File: src/rtl/ctcgd_pkg.sv
// Shared types and constants for the greedy CTC decoder.
package ctcgd_pkg;

   localparam int ScoreW     = 16;
   localparam int IndexW     = 13;
   localparam int CountW     = 9;
   localparam int SumW       = 24;
   localparam int IndexSpan  = 2 ** IndexW;
   localparam int CountSpan  = 256;
   localparam int QueueDepth = 4;

   localparam logic KIND_CHAR    = 1'b0;
   localparam logic KIND_SUMMARY = 1'b1;

   typedef struct packed {
      logic [ScoreW-1:0] class_score;
      logic              step_end;
      logic              sequence_end;
   } req_type;

   typedef struct packed {
      logic              kind_out;
      logic [IndexW-1:0] label_index;
      logic [ScoreW-1:0] char_score;
      logic [CountW-1:0] char_count;
      logic              empty_text;
      logic              last_result;
   } rsp_type;

   // Work handed from the front end to the back end for one input transaction.
   typedef struct packed {
      logic              has_char;
      logic [IndexW-1:0] label;
      logic [ScoreW-1:0] score;
      logic              has_summary;
      logic [SumW-1:0]   score_sum;
      logic [CountW-1:0] count;
   } job_type;

   typedef struct packed {
      logic full;
      logic not_empty;
   } queue_status_type;

endpackage

File: src/rtl/ctcgd_front.sv
// Front end: running max over a step, repeat/blank filter, sequence totals.
module ctcgd_front
   import ctcgd_pkg::*;
#(
   parameter int MAX_CLASSES = 8192,
   parameter int MAX_STEPS   = 256
) (
   input  logic             clock,
   input  logic             reset,
   input  logic             req_valid,
   output logic             req_stall,
   input  req_type          req_data,
   input  queue_status_type q_status,
   output logic             q_push,
   output job_type          q_job
);

   localparam int ClassLimit = (MAX_CLASSES < IndexSpan) ? MAX_CLASSES : IndexSpan;
   localparam int CntW       = $clog2(ClassLimit + 1);
   localparam int CountLimit = (MAX_STEPS < CountSpan) ? MAX_STEPS : CountSpan;

   logic [ScoreW-1:0] best_score_ff, best_score_in;
   logic [IndexW-1:0] best_index_ff, best_index_in;
   logic [CntW-1:0]   class_counter_ff, class_counter_in;
   logic [IndexW-1:0] previous_winner_ff, previous_winner_in;
   logic [SumW-1:0]   score_sum_ff, score_sum_in;
   logic [CountW-1:0] emitted_count_ff, emitted_count_in;

   logic              accept;
   logic              in_range;
   logic              take;
   logic [ScoreW-1:0] cur_score;
   logic [IndexW-1:0] cur_index;
   logic              ends;
   logic              emit_char;
   logic              add;
   logic [SumW-1:0]   sum_next;
   logic [CountW-1:0] count_next;

   assign req_stall = q_status.full;
   assign accept    = req_valid && !req_stall;

   always_comb begin
      in_range   = class_counter_ff < CntW'(ClassLimit);
      take       = in_range && ((class_counter_ff == '0) ||
                                (req_data.class_score > best_score_ff));
      cur_score  = take ? req_data.class_score : best_score_ff;
      cur_index  = take ? IndexW'(class_counter_ff) : best_index_ff;
      ends       = req_data.step_end || req_data.sequence_end;
      emit_char  = ends && (cur_index != '0) && (cur_index != previous_winner_ff);
      // character still emitted past the count limit, just not accumulated
      add        = emit_char && (emitted_count_ff < CountW'(CountLimit));
      sum_next   = add ? score_sum_ff + SumW'(cur_score) : score_sum_ff;
      count_next = add ? emitted_count_ff + 1'b1 : emitted_count_ff;

      best_score_in      = best_score_ff;
      best_index_in      = best_index_ff;
      class_counter_in   = class_counter_ff;
      previous_winner_in = previous_winner_ff;
      score_sum_in       = score_sum_ff;
      emitted_count_in   = emitted_count_ff;

      if (accept) begin
         score_sum_in     = sum_next;
         emitted_count_in = count_next;
         if (ends) begin
            best_score_in      = '0;
            best_index_in      = '0;
            class_counter_in   = '0;
            previous_winner_in = cur_index;
         end else begin
            best_score_in    = cur_score;
            best_index_in    = cur_index;
            class_counter_in = in_range ? CntW'(class_counter_ff + 1'b1) : class_counter_ff;
         end
         if (req_data.sequence_end) begin
            previous_winner_in = '0;
            score_sum_in       = '0;
            emitted_count_in   = '0;
         end
      end

      q_push            = accept && (emit_char || req_data.sequence_end);
      q_job.has_char    = emit_char;
      q_job.label       = cur_index;
      q_job.score       = cur_score;
      q_job.has_summary = req_data.sequence_end;
      q_job.score_sum   = sum_next;
      q_job.count       = count_next;
   end

   always_ff @(posedge clock) begin
      if (reset) begin
         best_score_ff      <= '0;
         best_index_ff      <= '0;
         class_counter_ff   <= '0;
         previous_winner_ff <= '0;
         score_sum_ff       <= '0;
         emitted_count_ff   <= '0;
      end else begin
         best_score_ff      <= best_score_in;
         best_index_ff      <= best_index_in;
         class_counter_ff   <= class_counter_in;
         previous_winner_ff <= previous_winner_in;
         score_sum_ff       <= score_sum_in;
         emitted_count_ff   <= emitted_count_in;
      end
   end

endmodule

File: src/rtl/ctcgd_queue.sv
// Small FIFO of jobs between the front end and the back end.
module ctcgd_queue
   import ctcgd_pkg::*;
(
   input  logic             clock,
   input  logic             reset,
   input  logic             push,
   input  job_type          push_job,
   input  logic             pop,
   output job_type          head_job,
   output queue_status_type status
);

   localparam int PtrW = $clog2(QueueDepth);

   job_type           entry_ff [QueueDepth];
   logic [PtrW-1:0]   wr_ptr_ff, wr_ptr_in;
   logic [PtrW-1:0]   rd_ptr_ff, rd_ptr_in;
   logic [PtrW:0]     fill_ff, fill_in;

   always_comb begin
      wr_ptr_in = push ? PtrW'(wr_ptr_ff + 1'b1) : wr_ptr_ff;
      rd_ptr_in = pop  ? PtrW'(rd_ptr_ff + 1'b1) : rd_ptr_ff;
      fill_in   = fill_ff;
      if (push && !pop) begin
         fill_in = fill_ff + 1'b1;
      end else if (pop && !push) begin
         fill_in = fill_ff - 1'b1;
      end
      status.full      = fill_ff == (PtrW+1)'(QueueDepth);
      status.not_empty = fill_ff != '0;
      head_job         = entry_ff[rd_ptr_ff];
   end

   always_ff @(posedge clock) begin
      if (reset) begin
         wr_ptr_ff <= '0;
         rd_ptr_ff <= '0;
         fill_ff   <= '0;
      end else begin
         wr_ptr_ff <= wr_ptr_in;
         rd_ptr_ff <= rd_ptr_in;
         fill_ff   <= fill_in;
      end
   end

   always_ff @(posedge clock) begin
      if (push) begin
         entry_ff[wr_ptr_ff] <= push_job;
      end
   end

endmodule

File: src/rtl/ctcgd_back.sv
// Back end: emits character results and computes the sequence average.
module ctcgd_back
   import ctcgd_pkg::*;
(
   input  logic             clock,
   input  logic             reset,
   input  queue_status_type q_status,
   input  job_type          head_job,
   output logic             q_pop,
   output logic             rsp_valid,
   input  logic             rsp_stall,
   output rsp_type          rsp_data
);

   localparam int StepW = $clog2(ScoreW);

   typedef enum logic [1:0] {
      ST_LOAD,
      ST_SUM,
      ST_DIV,
      ST_EMIT
   } state_type;

   state_type         state_ff;
   logic              rsp_valid_ff;
   rsp_type           rsp_data_ff;
   logic [CountW-1:0] rem_ff;
   logic [ScoreW-1:0] dq_ff;
   logic [StepW-1:0]  step_ff;

   logic              slot_free;
   logic              rsp_load;
   logic [CountW:0]   rem_shift;
   logic              qbit;
   logic [CountW-1:0] rem_in;

   assign rsp_valid = rsp_valid_ff;
   assign rsp_data  = rsp_data_ff;

   always_comb begin
      slot_free = !rsp_valid_ff || !rsp_stall;
      // output register takes a new transaction this cycle
      rsp_load  = slot_free &&
                  (((state_ff == ST_LOAD) && q_status.not_empty && head_job.has_char) ||
                   ((state_ff == ST_SUM) && (head_job.count == '0)) ||
                   (state_ff == ST_EMIT));
      // one quotient bit per cycle; the high sum bits are already below count
      rem_shift = {rem_ff, dq_ff[ScoreW-1]};
      qbit      = rem_shift >= {1'b0, head_job.count};
      rem_in    = qbit ? CountW'(rem_shift - {1'b0, head_job.count})
                       : CountW'(rem_shift);
      q_pop = 1'b0;
      unique case (state_ff)
         ST_LOAD: q_pop = q_status.not_empty && head_job.has_char &&
                          !head_job.has_summary && slot_free;
         ST_SUM:  q_pop = (head_job.count == '0) && slot_free;
         ST_DIV:  q_pop = 1'b0;
         ST_EMIT: q_pop = slot_free;
         default: q_pop = 1'b0;
      endcase
   end

   always_ff @(posedge clock) begin
      if (reset) begin
         state_ff     <= ST_LOAD;
         rsp_valid_ff <= 1'b0;
         rsp_data_ff  <= '0;
         rem_ff       <= '0;
         dq_ff        <= '0;
         step_ff      <= '0;
      end else begin
         rsp_valid_ff <= rsp_load || (rsp_valid_ff && rsp_stall);
         unique case (state_ff)
            ST_LOAD: begin
               if (q_status.not_empty) begin
                  if (!head_job.has_char) begin
                     state_ff <= ST_SUM;
                  end else if (slot_free) begin
                     rsp_data_ff.kind_out    <= KIND_CHAR;
                     rsp_data_ff.label_index <= head_job.label;
                     rsp_data_ff.char_score  <= head_job.score;
                     rsp_data_ff.char_count  <= '0;
                     rsp_data_ff.empty_text  <= 1'b0;
                     rsp_data_ff.last_result <= !head_job.has_summary;
                     if (head_job.has_summary) begin
                        state_ff <= ST_SUM;
                     end
                  end
               end
            end
            ST_SUM: begin
               if (head_job.count == '0) begin
                  if (slot_free) begin
                     rsp_data_ff.kind_out    <= KIND_SUMMARY;
                     rsp_data_ff.label_index <= '0;
                     rsp_data_ff.char_score  <= '0;
                     rsp_data_ff.char_count  <= '0;
                     rsp_data_ff.empty_text  <= 1'b1;
                     rsp_data_ff.last_result <= 1'b1;
                     state_ff                <= ST_LOAD;
                  end
               end else begin
                  rem_ff   <= CountW'(head_job.score_sum[SumW-1:ScoreW]);
                  dq_ff    <= head_job.score_sum[ScoreW-1:0];
                  step_ff  <= StepW'(ScoreW - 1);
                  state_ff <= ST_DIV;
               end
            end
            ST_DIV: begin
               rem_ff  <= rem_in;
               dq_ff   <= {dq_ff[ScoreW-2:0], qbit};
               step_ff <= step_ff - 1'b1;
               if (step_ff == '0) begin
                  state_ff <= ST_EMIT;
               end
            end
            ST_EMIT: begin
               if (slot_free) begin
                  rsp_data_ff.kind_out    <= KIND_SUMMARY;
                  rsp_data_ff.label_index <= '0;
                  rsp_data_ff.char_score  <= dq_ff;
                  rsp_data_ff.char_count  <= head_job.count;
                  rsp_data_ff.empty_text  <= 1'b0;
                  rsp_data_ff.last_result <= 1'b1;
                  state_ff                <= ST_LOAD;
               end
            end
            default: state_ff <= ST_LOAD;
         endcase
      end
   end

endmodule

File: src/rtl/ctc_greedy_decoder.sv
// Greedy CTC decoder top level: front end, job queue and back end.
// The decoder accepts one class score per cycle whenever its four-entry job
// queue has room; the front end resolves each time step's winner on the fly.
// A character result is loaded into the output register once its job is at
// the queue head and the output slot is free. A sequence summary goes through
// a queue head check, setup, a 16-step bit-serial restoring divider for
// floor(sum / count), and the output load; an empty sequence is loaded in
// setup. The summary job keeps its queue entry while the divider runs, so
// the input stalls only if three more jobs (character steps or sequence
// ends) arrive meanwhile, or when the result side holds off.
module ctc_greedy_decoder
   import ctcgd_pkg::*;
#(
   parameter int MAX_CLASSES = 8192,
   parameter int MAX_STEPS   = 256
) (
   input  logic    clock,
   input  logic    reset,
   input  logic    req_valid,
   output logic    req_stall,
   input  req_type req_data,
   output logic    rsp_valid,
   input  logic    rsp_stall,
   output rsp_type rsp_data
);

   queue_status_type q_status;
   logic             q_push;
   logic             q_pop;
   job_type          q_push_job;
   job_type          q_head_job;

   ctcgd_front #(
      .MAX_CLASSES (MAX_CLASSES),
      .MAX_STEPS   (MAX_STEPS)
   ) u_front (
      .clock     (clock),
      .reset     (reset),
      .req_valid (req_valid),
      .req_stall (req_stall),
      .req_data  (req_data),
      .q_status  (q_status),
      .q_push    (q_push),
      .q_job     (q_push_job)
   );

   ctcgd_queue u_queue (
      .clock    (clock),
      .reset    (reset),
      .push     (q_push),
      .push_job (q_push_job),
      .pop      (q_pop),
      .head_job (q_head_job),
      .status   (q_status)
   );

   ctcgd_back u_back (
      .clock     (clock),
      .reset     (reset),
      .q_status  (q_status),
      .head_job  (q_head_job),
      .q_pop     (q_pop),
      .rsp_valid (rsp_valid),
      .rsp_stall (rsp_stall),
      .rsp_data  (rsp_data)
   );

   a_no_overflow: assert property (@(posedge clock) disable iff (reset)
      q_push |-> !q_status.full)
      else $error("job queue written while full");

   a_no_underflow: assert property (@(posedge clock) disable iff (reset)
      q_pop |-> q_status.not_empty)
      else $error("job queue read while empty");

   a_summary_last: assert property (@(posedge clock) disable iff (reset)
      rsp_valid && (rsp_data.kind_out == KIND_SUMMARY) |->
         rsp_data.last_result && (rsp_data.label_index == '0))
      else $error("summary transaction not last or has a label");

   a_char_label: assert property (@(posedge clock) disable iff (reset)
      rsp_valid && (rsp_data.kind_out == KIND_CHAR) |->
         (rsp_data.label_index != '0) && !rsp_data.empty_text)
      else $error("character transaction with blank label");

   a_empty_zero: assert property (@(posedge clock) disable iff (reset)
      rsp_valid && rsp_data.empty_text |->
         (rsp_data.char_count == '0) && (rsp_data.char_score == '0))
      else $error("empty summary carries a count or score");

endmodule
File: config.mk
export PLATFORM = sky130hd
export DESIGN_NAME = ctc_greedy_decoder
export DESIGN_NICKNAME = d
export VERILOG_FILES = /design/src/rtl/ctcgd_pkg.sv /design/src/rtl/ctcgd_front.sv /design/src/rtl/ctcgd_queue.sv /design/src/rtl/ctcgd_back.sv /design/src/rtl/ctc_greedy_decoder.sv
export SDC_FILE = /design/constraint.sdc
export NUM_CORES = 1
export LEC_CHECK = 0
export ABC_AREA = 1
export BUFFER_PORTS_ARGS = -buffer_cell sky130_fd_sc_hd__buf_2
export CORE_ASPECT_RATIO = 1.2
export CORE_MARGIN = 2
export CORE_UTILIZATION = 47
export CTS_CLUSTER_DIAMETER = 40
export DETAILED_ROUTE_END_ITERATION = 16
export GPL_ROUTABILITY_DRIVEN = 0
export GPL_TIMING_DRIVEN = 0
export SLEW_MARGIN = 20
export SYNTH_ARGS = -nofsm -noshare
export SYNTH_HDL_FRONTEND = slang
export SYNTH_SLANG_ARGS = --single-unit
File: constraint.sdc
create_clock -name clock -period 5.9 [get_ports clock]
set_clock_uncertainty 0.05 [all_clocks]
set_input_delay 0 -clock clock [delete_from_list [all_inputs] [get_ports clock]]
set_output_delay 0 -clock clock [all_outputs]
set_load 0.03 [all_outputs]
==> results.json, run 1 <==
{
  "nets": 2281,
  "synth_ff_type": "edfxtp_1",
  "numCtsBuffers": 55,
  "coreArea_mm2": 0.04064,
  "antenna_found_initial": 0,
  "start_util_pct": 47.58,
  "fmax_ghz": 0.1861,
  "postCtsSetupBuffers": 0,
  "synthMostInstantiatedCell": "nand2_1",
  "synth-compound-area-share_pct": 13.94,
  "worstSetupPathType": "reg -> reg",
  "vias": 15610,
  "synth-edff-count": 256,
  "grt_max_degree": 23,
  "startpoint": "u_front.best_score_ff[7]",
  "vdd_drop_max_mv": 0.2825,
  "num_rows": 81,
  "cts_tree": "done",
  "rsz0062_at_grt": "no",
  "synth-adder-area-share_pct": 3.546,
  "die_x_um": 189.2,
  "globalRouteOverflowTotal": 0,
  "synthTopCellsByArea": "edfxtp_1 (40%), dfxtp_1 (18%), nand2_1 (8.4%)",
  "synth_nets": 2130,
  "drt_iter0_drc": 1363,
  "clk_pin_slew_ps": 60,
  "drc": 0,
  "syn_area_per_cell_um2": 9.409,
  "viasPerCell": 5.590,
  "muxShareOfSynthArea_pct": 0,
  "hold_class": "in -> reg",
  "synth.cell_area_mm2": 0.01933,
  "clockRootBuffer": "clkbuf_16",
  "synthCells": 2055,
  "dr.pass1.iters": 5,
  "slowest_stage": "fa_1",
  "insertion_delay_ps": 610,
  "yosysTopAreaCell": "edfxtp_1",
  "dp_hpwl_mm": 40.87,
  "synth_seq_cells": 427,
  "grt_pass1_vias": 15040,
  "wl_per_cell_um": 20.21,
  "r2r_cells": 30,
  "worstPathRequired_ps": 6370,
  "maxCapViolCount": 0,
  "hold_violations": 0,
  "drive_gt1_share_pct": 10.30,
  "h-tree-depth": 2,
  "hold_ws_ps": 26.27,
  "async_flop_share_pct": 0,
  "synth_xor_area_share_pct": 1.585,
  "grt_use_total_pct": 26.42,
  "cts_sinks": 427,
  "ys_seq_area_share_pct": 57.46,
  "placed_area_mm2": 0.02064,
  "io_pins": 65,
  "antennaDiodeCount": 0,
  "reg2reg_from": "u_front.best_score_ff[7]",
  "worstPathMaxFanout": 10,
  "setup_viol": 0,
  "powerDensity_mw_per_mm2": 455.2,
  "cts.path.max_buffers": 3,
  "cp.arrival_ps": 5840,
  "synthTopCellsByCount": "nand2_1 (433), edfxtp_1 (256), a21oi_1 (194)",
  "wirelength_mm": 56.44,
  "port_buffers": 63,
  "syn_to_final_growth_pct": 17.66,
  "grt_pass1_wl_mm": 86.23,
  "outcome": "finished clean",
  "design_area_mm2": 0.02275,
  "die_area_mm2": 0.04278,
  "power_leakage_nw": 8.733,
  "crit_path_end_kind": "register",
  "yosysWarnings": 0,
  "r2r-end": "u_front.score_sum_ff[18]",
  "max_stage_delay_ps": 400,
  "synth.distinct_cells": 52,
  "worst_pin_slew_ps": 1238,
  "synth_simple_gate_area_share_pct": 17.64,
  "synth_top_area_share_pct": 39.76,
  "critPathCapture": "u_front.score_sum_ff[18]",
  "die_y_um": 226.2,
  "drv_slew": 0,
  "synth_top_family_by_area": "simple AND/OR/NAND/NOR gates",
  "cp-start-kind": "register",
  "period_needed_ps": 5373,
  "r2r_slack_ps": 530,
  "min_period_over_period_pct": 91.06,
  "postRouteAntennaNets": 0,
  "max_slew_margin_pct": 17.46,
  "crit_top_cell": "nand2_1"
}
-- logic make-up after synthesis --
logic type / count (synthesis)
fa+ha+maj: 53
buf+inv: 280
compound gates: 461
simple gates: 799
flops: 427
xor+xnor: 35
-- final cells by class --
class / count / area [µm²]
fill: 3561 / 17890
sequential: 427 / 11110
multi-input combinational: 1348 / 7143
clock buffer: 67 / 1484
timing repair buffer: 94 / 790.8
tap: 539 / 674.4
inverter: 164 / 615.6
buffer: 116 / 511.7
clock inverter: 37 / 419.2
-- worst min path at each step --
stage	start	endpoint	cells past startpoint
6_report	reset	u_front.best_index_ff[3]	3
5_1_grt	req_data[3]	u_queue.entry_ff[0][35]	3
4_1_cts	reset	u_front.best_index_ff[9]	3
3_5_place_dp	req_data[0]	u_queue.entry_ff[1][33]	1
3_3_place_gp	req_data[0]	u_queue.entry_ff[0][33]	1
2_1_floorplan	req_data[0]	u_queue.entry_ff[0][33]	0
-- registers in the layout, summed over array words and instances, names as in the netlist, named ones only --
signal and cells:
u_front.emitted_count_ff 9, u_queue.fill_ff 3, u_queue.wr_ptr_ff 2, u_back.dq_ff 16
u_back.rem_ff 9, u_back.rsp_data 41, u_front.best_index_ff 13, u_queue.entry_ff 256
u_front.score_sum_ff 24, u_back.rsp_valid 1, u_front.best_score_ff 16, u_queue.rd_ptr_ff 2
u_back.step_ff 4, u_front.previous_winner_ff 13, u_back.state_ff 2, u_front.class_counter_ff 14
-- cell usage in the layout, fill, tap and decap left out, drive strengths merged, types with 42 or more instances in the layout --
cell type,count
a21oi,195
buf,112
clkbuf,146
dfxtp,171
edfxtp,256
ha,50
inv,172
nand2,441
nand3,108
nand4,45
nor2,166
o21ai,125
o22ai,42
-- per-layer routing --
| metal | share of wire (%) | up-vias | track usage, % |
|---|---|---|---|
| met5 | 0 | - | 0 |
| met4 | 2.8 | 0 | 8.947 |
| met3 | 5.9 | 113 | 4.149 |
| met2 | 50 | 490 | 46.91 |
| met1 | 41 | 7527 | 32.70 |
| li1 | - | 7478 | - |
-- critical path: cells and delay by family (launching register included) --
family | cells | cell delay [ps]
buffers and inverters | 4 | 710
AO/OA/AOI/OAI | 7 | 1380
flip-flops | 1 | 330
adder cells (fa/ha/maj) | 3 | 960
XOR/XNOR | 1 | 180
AND/OR/NAND/NOR | 15 | 1690
-- stage by stage --
| step | setup slack, ps | TNS (ps) | utilization (%) | instances | power, mW |
|---|---|---|---|---|---|
| floorplan | 494.8 | 0 | - | 2055 | 5.806 |
| global placement | -2842 | -718540 | 50.01 | 2657 | 6.871 |
| detailed placement | -90.82 | -115.2 | 50.79 | 2669 | 6.939 |
| CTS | 92.05 | 0 | 55.95 | 2792 | 10.38 |
| global route | 57.74 | 0 | 55.98 | 2792 | 10.84 |
| finish | 527.3 | 0 | 55.98 | 2792 | 10.36 |
-- where the power goes --
group | internal, mW | leakage (nW) | switching [mW] | total, mW
combinational | 0.939 | 4.05 | 2.30 | 3.23
clock | 2.08 | 0.919 | 1.35 | 3.43
sequential | 3.51 | 3.77 | 0.181 | 3.69
-- repair_timing --
action / 4_1_cts / 5_1_grt
gates resized for setup: 1 / 6
hold buffers: 19 / 0
cloned: 0 / 0
endpoints found under the setup margin: 9 / 26
hold endpoints to repair: 99 / 0
Power figures use the tool's default switching activity.
==> run 2, diff against run 1 <==
--- a/config.mk
+++ b/config.mk
@@ -6,12 +6,12 @@
 export NUM_CORES = 1
 export LEC_CHECK = 0
 export ABC_AREA = 1
-export BUFFER_PORTS_ARGS = -buffer_cell sky130_fd_sc_hd__buf_2
 export CORE_ASPECT_RATIO = 1.2
 export CORE_MARGIN = 2
 export CORE_UTILIZATION = 47
 export CTS_CLUSTER_DIAMETER = 40
 export DETAILED_ROUTE_END_ITERATION = 16
+export DONT_BUFFER_PORTS = 1
 export GPL_ROUTABILITY_DRIVEN = 0
 export GPL_TIMING_DRIVEN = 0
 export SLEW_MARGIN = 20
==> run 2 against run 1 <==
  * Final cell count down 2.3%
  * Combinational power down 9.0%
  * Power down 1.2%
  * Sequential share of layout area up 0.65 points
  * Non-clock buffer count down 61
  * Die area unchanged
  * Sequential power up 6.0%
  * Fmax down 0.94%
  * Clock-buffer cell count down 8
  * Register-to-register slack worse by 50 ps
  * First-iteration DRC count up 4.8%
  * Clock power down 1%
  * Critical endpoint is now u_front.score_sum_ff[21]
==> results.json, run 2 (same netlist as run 1, synthesis figures left out) <==
{
  "grt_pass1_vias": 15050,
  "r2r_cells": 31,
  "hold_ws_ps": 28.93,
  "dp_hpwl_mm": 40.86,
  "maxCapViolCount": 0,
  "final_cell_mix": "nand2_1 (433), edfxtp_1 (256), a21oi_1 (191)",
  "h-tree-depth": 2,
  "min_period_over_period_pct": 91.93,
  "drt_iter0_drc": 1429,
  "postRouteAntennaNets": 0,
  "worst_pin_slew_ps": 1155,
  "powerDensity_mw_per_mm2": 455.6,
  "insertion_delay_ps": 600,
  "power_leakage_nw": 8.441,
  "grt_max_degree": 22,
  "cts_sinks": 427,
  "io_pins": 65,
  "crit_top_cell": "nand2_1",
  "layout_setup_ws_ps": 476.2,
  "antenna_found_initial": 1,
  "slowest_stage": "a21oi_1",
  "num_rows": 81,
  "numCtsBuffers": 53,
  "wl_per_cell_um": 20.73,
  "vias": 15300,
  "die_area_mm2": 0.04278,
  "layout_commonest_cell": "nand2_1",
  "max_stage_delay_ps": 700,
  "port_buffers": 0,
  "cp.arrival_ps": 5900,
  "setup_viol": 0,
  "drive_gt1_share_pct": 7.815,
  "coreArea_mm2": 0.04064,
  "dpl_worst_slack_ps": -95.13,
  "cts_tree": "done",
  "hold_class": "in -> reg",
  "max_slew_margin_pct": 23.01,
  "design_area_mm2": 0.02245,
  "globalRouteOverflowTotal": 0,
  "grt_pass1_wl_mm": 86.20,
  "cp-start-kind": "register",
  "viasPerCell": 5.609,
  "clockRootBuffer": "clkbuf_16",
  "placed_area_mm2": 0.02037,
  "worstSetupPathType": "reg -> reg",
  "whs_path_depth": 3,
  "vdd_drop_max_mv": 0.2856,
  "cts.path.max_buffers": 3,
  "largest_reg_flops": 256,
  "hold_violations": 0,
  "die_x_um": 189.2,
  "top_register": "u_queue.entry_ff",
  "drv_slew": 0,
  "worstPathMaxFanout": 10,
  "dr.pass1.iters": 6,
  "r2r_slack_ps": 480,
  "period_needed_ps": 5424,
  "postCtsSetupBuffers": 0,
  "syn_to_final_growth_pct": 16.11,
  "dp_cells": 2607,
  "rsz0062_at_grt": "no",
  "fmax_ghz": 0.1844,
  "outcome": "finished clean",
  "nets": 2218,
  "wirelength_mm": 56.55,
  "crit_path_end_kind": "register",
  "clk_pin_slew_ps": 60,
  "drc": 0,
  "die_y_um": 226.2,
  "finalNonFillerCells": 2728,
  "worstPathRequired_ps": 6380,
  "final_util_pct": 55.24,
  "start_util_pct": 47.58,
  "grt_use_total_pct": 26.60
}
-- run 2: final timing paths --
path                               endpoint                      start
hold / removal     u_front.best_index_ff[5]                      reset
hold reg to reg   u_front.best_index_ff[10]  u_front.best_index_ff[10]
setup / recovery   u_front.score_sum_ff[21]   u_front.best_score_ff[3]
setup reg to reg   u_front.score_sum_ff[21]   u_front.best_score_ff[3]
-- run 2: final cells by class --
cell class	instances	area (µm²)
diodes	1	2.502
plain buffers	116	511.7
clock buffers	59	1391
clock inverters	41	465.4
fillers	3558	18190
inverters	164	615.6
multi-input cells	1348	7143
flip-flops and latches	427	11110
well taps	539	674.4
repair buffers	33	535.5
-- run 2: power by group --
part	switching, mW	total [mW]	internal (mW)
clock	1.34	3.38	2.04
combinational	2.06	2.94	0.874
sequential	0.400	3.91	3.51
-- run 2: through the flow --
stage	total power [mW]	TNS [ps]
finish	10.23	0
global route	10.70	0
global placement	6.777	-716850
CTS	10.25	0
floorplan	5.806	0
detailed placement	6.857	-286.3
-- run 2: timing repair --
item                                    CTS  global route
endpoints found under the setup margin   11            26
gates resized for setup                   1             7
pin swaps                                 0             0
hold buffers                             19             1
endpoints found under the hold margin   131             5
-- run 2: per-layer routing --
metal,wire length [µm],global-route usage [%],vias to the layer above
li1,-,-,7349
met1,21990,31.23,7291
met2,28240,46.96,535
met3,4320,5.843,125
met4,1998,11.06,0
met5,0,0,-
-- run 2: worst max-delay path, delay by kind of cell, from the launching register on --
family,cells,cell delay [ps]
adders and majority gates,2,720
and+or+nand+nor,17,1450
AOI/OAI and AO/OA,7,1940
xor gates and xnor gates,1,140
DFF,1,320
buffers and inverters,4,700
==> run 3, diff against run 2 <==
--- a/config.mk
+++ b/config.mk
@@ -14,6 +14,7 @@
 export DONT_BUFFER_PORTS = 1
 export GPL_ROUTABILITY_DRIVEN = 0
 export GPL_TIMING_DRIVEN = 0
+export RECOVER_POWER = 25
 export SLEW_MARGIN = 20
 export SYNTH_ARGS = -nofsm -noshare
 export SYNTH_HDL_FRONTEND = slang
==> run 3 against run 2 <==
  * Final cell count about the same
  * Register-to-register slack gained 40 ps
  * Via count rose by 0.25%
  * Sequential share of layout area is 0.15 points higher
  * Clock-buffer cell count is the same
  * Largest power group unchanged
  * Sequential power about the same
  * Fmax rose by 0.81%
  * Cell area decreased by 0.30%
  * Core utilization fell by 0.17 points
  * Combinational power about the same
  * Worst setup slack better by 43 ps
==> results.json, run 3 (same netlist as run 1, synthesis figures left out) <==
{
  "cts_tree": "done",
  "postCtsSetupBuffers": 0,
  "maxCapViolCount": 0,
  "largest_reg_flops": 256,
  "period_needed_ps": 5380,
  "layout_setup_ws_ps": 519.7,
  "hold_class": "in -> reg",
  "hold_violations": 0,
  "multi_input_area_mm2": 0.007117,
  "worst_pin_slew_ps": 1144,
  "crit_path_end_kind": "register",
  "start_util_pct": 47.58,
  "min_from": "reset",
  "cp.arrival_ps": 5860,
  "top_register": "u_queue.entry_ff",
  "drv_slew": 0,
  "rsz0062_at_grt": "no",
  "insertion_delay_ps": 600,
  "worstSetupPathType": "reg -> reg",
  "crit_top_cell": "nand2_1",
  "setup_viol": 0,
  "max_stage_delay_ps": 630,
  "grt_max_degree": 22,
  "vdd_drop_max_mv": 0.2896,
  "cts.path.max_buffers": 3,
  "startpoint": "u_front.best_score_ff[3]",
  "numCtsBuffers": 53,
  "wl_per_cell_um": 20.71,
  "grt_pass1_wl_mm": 86.20,
  "postRouteAntennaNets": 0,
  "vias": 15340,
  "clockRootBuffer": "clkbuf_16",
  "drive_gt1_share_pct": 6.947,
  "worstPathMaxFanout": 10,
  "r2r_slack_ps": 520,
  "h-tree-depth": 2,
  "die_y_um": 226.2,
  "critPathCapture": "u_front.score_sum_ff[21]",
  "clk_pin_slew_ps": 60,
  "power_leakage_nw": 8.409,
  "min_period_over_period_pct": 91.19,
  "cp-start-kind": "register",
  "antenna_found_initial": 1,
  "wirelength_mm": 56.47,
  "num_rows": 81,
  "worstPathRequired_ps": 6380,
  "syn_to_final_growth_pct": 15.76,
  "die_area_mm2": 0.04278,
  "die_x_um": 189.2,
  "whs_path_depth": 3,
  "viasPerCell": 5.624,
  "reg2reg_from": "u_front.best_score_ff[3]",
  "max_slew_margin_pct": 23.71,
  "coreArea_mm2": 0.04064,
  "r2r-end": "u_front.score_sum_ff[21]",
  "slowest_stage": "a21oi_1",
  "outcome": "finished clean",
  "finalPower_mw": 10.21,
  "globalRouteOverflowTotal": 0,
  "antennaDiodeCount": 0,
  "r2r_cells": 31,
  "drc": 0,
  "dp_hpwl_mm": 40.86,
  "dr.pass1.iters": 6,
  "drt_iter0_drc": 1307,
  "fillerInstances": 3572,
  "final_cell_mix": "nand2_1 (437), edfxtp_1 (256), a21oi_1 (192)",
  "nets": 2218,
  "grt_use_total_pct": 26.60,
  "port_buffers": 0,
  "register_area_mm2": 0.01111,
  "dpl_worst_slack_ps": -95.13,
  "layout_commonest_cell": "nand2_1",
  "io_pins": 65,
  "grt_pass1_vias": 15050,
  "cts_sinks": 427,
  "powerDensity_mw_per_mm2": 456.3,
  "fmax_ghz": 0.1859
}
==> run 3: worst max-delay path: cells and delay by family, from the launching register on <==
kind,cells,cell delay [ps]
AOI/OAI and AO/OA,6,1720
and+or+nand+nor,18,1630
adders and majority gates,2,620
xor gates and xnor gates,1,160
buffers and inverters,4,800
DFF,1,320
==> run 3: worst min-delay path by stage <==
stage / endpoint / slack [ps]
finish: u_front.best_index_ff[5] / 20
CTS: u_front.best_index_ff[5] / 8
detailed placement: u_queue.entry_ff[1][33] / 50
floorplan: u_queue.entry_ff[0][33] / 50
global placement: u_queue.entry_ff[0][33] / 50
global route: u_front.best_index_ff[10] / 90
==> run 3: stage by stage <==
step,area [µm²],hold WS (ps),util (%),instances,TNS (ps)
finish,22380,20.73,55.08,2727,0
global route,22380,94.90,55.08,2727,0
CTS,22430,8.446,55.18,2726,0
detailed placement,20370,52.07,50.13,2607,-286.3
global placement,20010,52.26,49.23,2594,-716850
floorplan,19330,48.87,-,2055,0
==> run 3: repair_timing <==
item / in CTS / in global routing
pin swaps: 0 / 0
resized for setup: 1 / 7
endpoints found under the setup margin: 11 / 26
hold buffers: 19 / 1
gates cloned: 0 / 0
hold endpoints to repair: 131 / 5
==> run 3: final cells by class <==
cell class                      instances  area share, %
Sequential cell                       427          49.64
Multi-Input combinational cell       1348          31.80
Clock buffer                           59          6.216
Tap cell                              539          3.013
Inverter                              164          2.750
Timing Repair Buffer                   33          2.393
Buffer                                116          2.113
Clock inverter                         41          2.079
==> run 3: power breakdown <==
group | switching (mW) | internal, mW | total (mW) | leakage (nW)
logic | 2.06 | 0.857 | 2.91 | 3.74
clock network | 1.35 | 2.04 | 3.39 | 0.902
registers | 0.401 | 3.51 | 3.91 | 3.77
==> run 3: metal layers <==
| layer | GRT usage [%] | wire length, µm | up-vias |
|---|---|---|---|
| li1 | - | - | 7358 |
| met1 | 31.23 | 21980 | 7295 |
| met5 | 0 | 0 | - |
| met3 | 5.843 | 4235 | 127 |
| met2 | 46.96 | 28260 | 558 |
| met4 | 11.06 | 1994 | 0 |
